<file path="config.mk">
export PLATFORM = sky130hd
export DESIGN_NAME = btrg_ram
export DESIGN_NICKNAME = d
export VERILOG_FILES = /design/src/sv/btrg_ram.sv
export SDC_FILE = /design/constraint.sdc
export NUM_CORES = 1
export LEC_CHECK = 0
export BUFFER_PORTS_ARGS = -buffer_cell sky130_fd_sc_hd__clkbuf_2
export CORE_MARGIN = 5
export CORE_UTILIZATION = 60
export CTS_CLUSTER_DIAMETER = 100
export DETAILED_ROUTE_END_ITERATION = 6
export GPL_ROUTABILITY_DRIVEN = 0
export PLACE_DENSITY = 0.88
export REMOVE_ABC_BUFFERS = 1
export SLEW_MARGIN = 20
export SYNTH_ARGS = -nofsm -noshare
export SYNTH_HDL_FRONTEND = slang
export SYNTH_SLANG_ARGS = --single-unit
</file>
<file path="constraint.sdc">
create_clock -name i_clk -period 2.1 [get_ports i_clk]
set_input_delay 0.105 -clock i_clk [delete_from_list [all_inputs] [get_ports i_clk]]
set_output_delay 0.105 -clock i_clk [all_outputs]
set_load 0.01 [all_outputs]
</file>
<file path="src/sv/btrg_ram.sv">
`default_nettype none

module btrg_ram #(
    parameter int unsigned WIDTH = 8,
    parameter int unsigned DEPTH = 16
) (
    input  wire logic                     i_clk,
    input  wire logic                     i_we,
    input  wire logic [$clog2(DEPTH)-1:0] i_waddr,
    input  wire logic [WIDTH-1:0]         i_wdata,
    input  wire logic                     i_re,
    input  wire logic [$clog2(DEPTH)-1:0] i_raddr,
    output logic      [WIDTH-1:0]         o_rdata
);

    logic [WIDTH-1:0] r_mem [DEPTH];

    always_ff @(posedge i_clk) begin
        if (i_we) begin
            r_mem[i_waddr] <= i_wdata;
        end
        if (i_re) begin
            o_rdata <= r_mem[i_raddr];
        end
    end

endmodule

`default_nettype wire

</file>
== Word level (Yosys, flattened, before mapping) ==
Memories as Yosys holds them, arrays and structs flattened. A register that Yosys moved wholly into a read port is not among the register bits.
Index checks and enable logic that the tools add are counted.
Cells by class
  add/subtract/negate cells: 0
  $mul: 0
  div/mod/pow operators: 0
  $lt $le $gt $ge: 0
  equal/unequal tests: 0
  shifts and indexed selects: 0
  multiplexer cells: 2
  bitwise logic cells: 0
  reductions and logical operators: 0
Operators with widths (count)
  2-to-1 mux 1 bit: 2
Storage, ports and cells
  register bits: 0
  bits in latches: 0
  RAM bits: 128
  memory bits (read-only): 0
  bits of input ports: 19
  logic and storage cells: 3
  memories kept: 1
Memory list
  r_mem: depth 16, bits a word 8, read ports 1, clocked after memory_dff 1, wr ports 1, line 16  | logic [WIDTH-1:0] r_mem [DEPTH];

== Logic depth before layout (Yosys ltp) ==
  depth after elaboration: 2
  mapped depth: 5
  mapped depth without buffers: 3

== Least setup slack after synthesis ==
Ideal clock, no wire load.
  kind: input -> register
  from: in i_waddr[2]
  to: mem r_mem[0][0], enable pin
  setup time: 0.383 ns
  data arrival time: 1.215 ns
  path slack: 0.502 ns
  cell stages on the path: 2
  buffers on the path: 0
  cell sequence: or3b_2 -> nor3_1
RTL lines
  from (decl): line 9  | input wire logic [$clog2(DEPTH)-1:0] i_waddr,
  to (decl): line 16
Straight into the memory's write port.

==> results.yml <==
yosys:
  post-synth-top-count-cell: "edfxtp_1"
  synthesis.area_mm2: 0.00523
  synth-edff-count: 136
  post_synth_num_cell_types: 18
  post_synth_inst_count: 229
  asr_flop_ratio_synth_pct: 0
  most_instantiated_flip_flop_cell_in_the_synthesis_netlist: "edfxtp_1"
  synth.ff_latch_count: 136
  yosys.area.top_type: "edfxtp_1"
  yosys.area.top_type_share_pct: 78.1
  yosysWarningCount: 0
  synth_area_per_cell_um2: 22.8
  ranking_of_synthesized_cells_by_area: "edfxtp_1, mux4_2, mux4_1"
  synth.yosys.seq_area_share_pct: 78.1
  yosys-top-cells-count: "edfxtp_1, mux4_2, a22oi_1, mux4_1, nor2_1"
finish:
  finalNetCount: 303
  num_antenna_cells: 0
  final_core_utilization_pct: 72.0
  layout-drive-gt1-share_pct: 31.1
  syn2layout_area_growth_pct: 18.3
  filler_cell_count: 476
clock_network:
  cts_made_buffers: 17
  htree_levels: 4
  cts.sinks: 136
  clk_root_buffer_cell: "clkbuf_8"
  cts_tree: "yes"
  clock_input_transition_at_the_sequential_cells_of_the_worst_setup_and_hold_paths_ns: 0.06
  cells_resized_by_post_cts_repair: 0
  ctsHoldBuffers: 2
  insertion_delay_ns: 0.52
  cts_buffer_depth: 2
  cts.repair_timing.setup_buffer_count: 0
power_and_ir_drop:
  power.static_leakage_nw: 2.11
  ir_drop_v: 0.000712
  power.density_cell_area_mw_per_mm2: 1020
floorplanning:
  design.portCount: 27
  row_count: 34
  coreArea_mm2: 0.00859
  die_area_mm2: 0.0107
  dieWidth_um: 103
  die_height_um: 103
  floorplan.initialDensity_pct: 60.8
worst_hold_path:
  hold_path.class: "input pin to flop"
global_route:
  grt_start_max_net_pins: 33
  grt_antenna_before_repair: 0
  grt_pass1_vias: 2690
  grt_remaining_overflow: 0
  wire_length_of_the_first_global_routing_pass_mm: 15.9
  global_route_usage_over_all_layers_pct: 22.0
sta:
  grt_setup_unrepaired: "false"
  final_worst_setup_slack_ns: 0.592
  fin_crit_sh_pct: 71.8
  slew_headroom_pct: 51.9
  tightestPinTransition_ns: 0.720
  final_hold_viol_count: 0
  final_slew_viol_count: 0
  clock.fmax_mhz: 663
  finalClockSkew_ns: 0.0111
  timing.final.setup_violations: 0
  setup_tns_ns: 0
  post-route-min-period_ns: 1.51
route:
  count_of_antenna_violating_nets_left_after_detailed_routing: 0
  routed_wl_mm: 10.5
  detailedRoute.firstIterationViolations: 230
  post-route-drc-count: 0
  first_pass_iters: 6
  routed_via_density: 6.47
  number_of_vias_after_detailed_routing: 2612
  route.detailed.wl_per_inst_um: 25.9
status:
  outcome: "completed"
worst_setup_path:
  critPathKind: "flop to flop"
  start_kind: "flop"
  critical_path_buf_inv_count: 0
  endpoint_kind: "flop"
  crit_family: "multiplexers"
  timing.critical_path.arrival_ns: 1.78
  timing.critical_path.required_ns: 2.37
  max_stage_delay_ns: 0.60
  crit_path_top_delay_cell: "mux4_1"
  crit_chain: "mux4_1, a22oi_1, nand2_1"
  worst-path-max-fanout: 1
placed_design:
  port-buffer-count: 26
  detailedPlacementHpwl_mm: 6.37
  dpl_worst_slack_ns: 0.382
run:
  drv_cap: 0
## cell type report
| class | instances | area (um^2) | share of cell area (%) |
|---|---|---|---|
| Sequential cell | 136 | 4080 | 66.0 |
| Multi-Input combinational cell | 83 | 1060 | 17.1 |
| Clock buffer | 17 | 414 | 6.70 |
| Timing Repair Buffer | 46 | 310 | 5.02 |
| Clock inverter | 14 | 183 | 2.95 |
| Tap cell | 108 | 135 | 2.19 |
## sequential cells by signal, summed over array words and instances (netlist names)
register and cells:
o_rdata 8, r_mem 128
## worst paths after layout
kind / from / endpoint / slack, ns / cells after the start
worst min register to register: r_mem[4][4] / o_rdata[4] / 0.77 / 3
worst min-delay path: i_wdata[1] / r_mem[14][1] / 0.009 / 1
worst max-delay path: r_mem[5][3] / o_rdata[3] / 0.59 / 3
worst max register to register: r_mem[5][3] / o_rdata[3] / 0.59 / 3
## worst reg2reg max path, cell delays in order, from the launching register on
cell and delay, ns:
edfxtp_1 0.40, mux4_1 0.60, a22oi_1 0.20, nand2_1 0.07
## report_power, final
group / switching (mW) / internal (mW)
Clock: 1.06 / 1.91
Sequential: 0.0191 / 3.06
Combinational: 0.164 / 0.120
Total: 1.25 / 5.09
## through the flow
stage | instance area, um^2 | cells | hold WS [ns] | power [mW]
5_1_grt | 6180 | 404 | 0.0346 | 6.52
2_1_floorplan | 5140 | 219 | 0.204 | 3.26
6_report | 6180 | 404 | 0.00900 | 6.33
3_5_place_dp | 5570 | 371 | 0.496 | 3.42
4_1_cts | 6180 | 404 | 0.00202 | 6.37
3_3_place_gp | 5570 | 371 | 0.492 | 3.40
## cells by family after synthesis
logic type | count (synthesis) | share of synthesized area (%)
AOI/OAI and AO/OA | 16 | 2.30
buffers and inverters | 10 | 1.65
DFF | 136 | 78.1
muxes | 32 | 14.8
and+or+nand+nor | 35 | 3.14
## metal layers
metal / wire, um / global-route usage [%]
met3: 974 / 6.51
met5: 0 / 0
met2: 5030 / 33.5
met1: 4290 / 30.2
met4: 170 / 9.46
## cells in the final DEF (no fill, tap or decap), types with 3 or more instances in the layout
| cell | n |
|---|---|
| mux4_1 | 14 |
| clkinv_2 | 3 |
| clkbuf_2 | 26 |
| nor3_1 | 4 |
| clkbuf_16 | 16 |
| edfxtp_1 | 136 |
| a22oi_1 | 16 |
| nor2_1 | 13 |
| mux4_2 | 18 |
| nand2_1 | 9 |
| buf_4 | 16 |
| bufinv_16 | 4 |
| clkinvlp_4 | 3 |
Power figures use the tool's default switching activity.
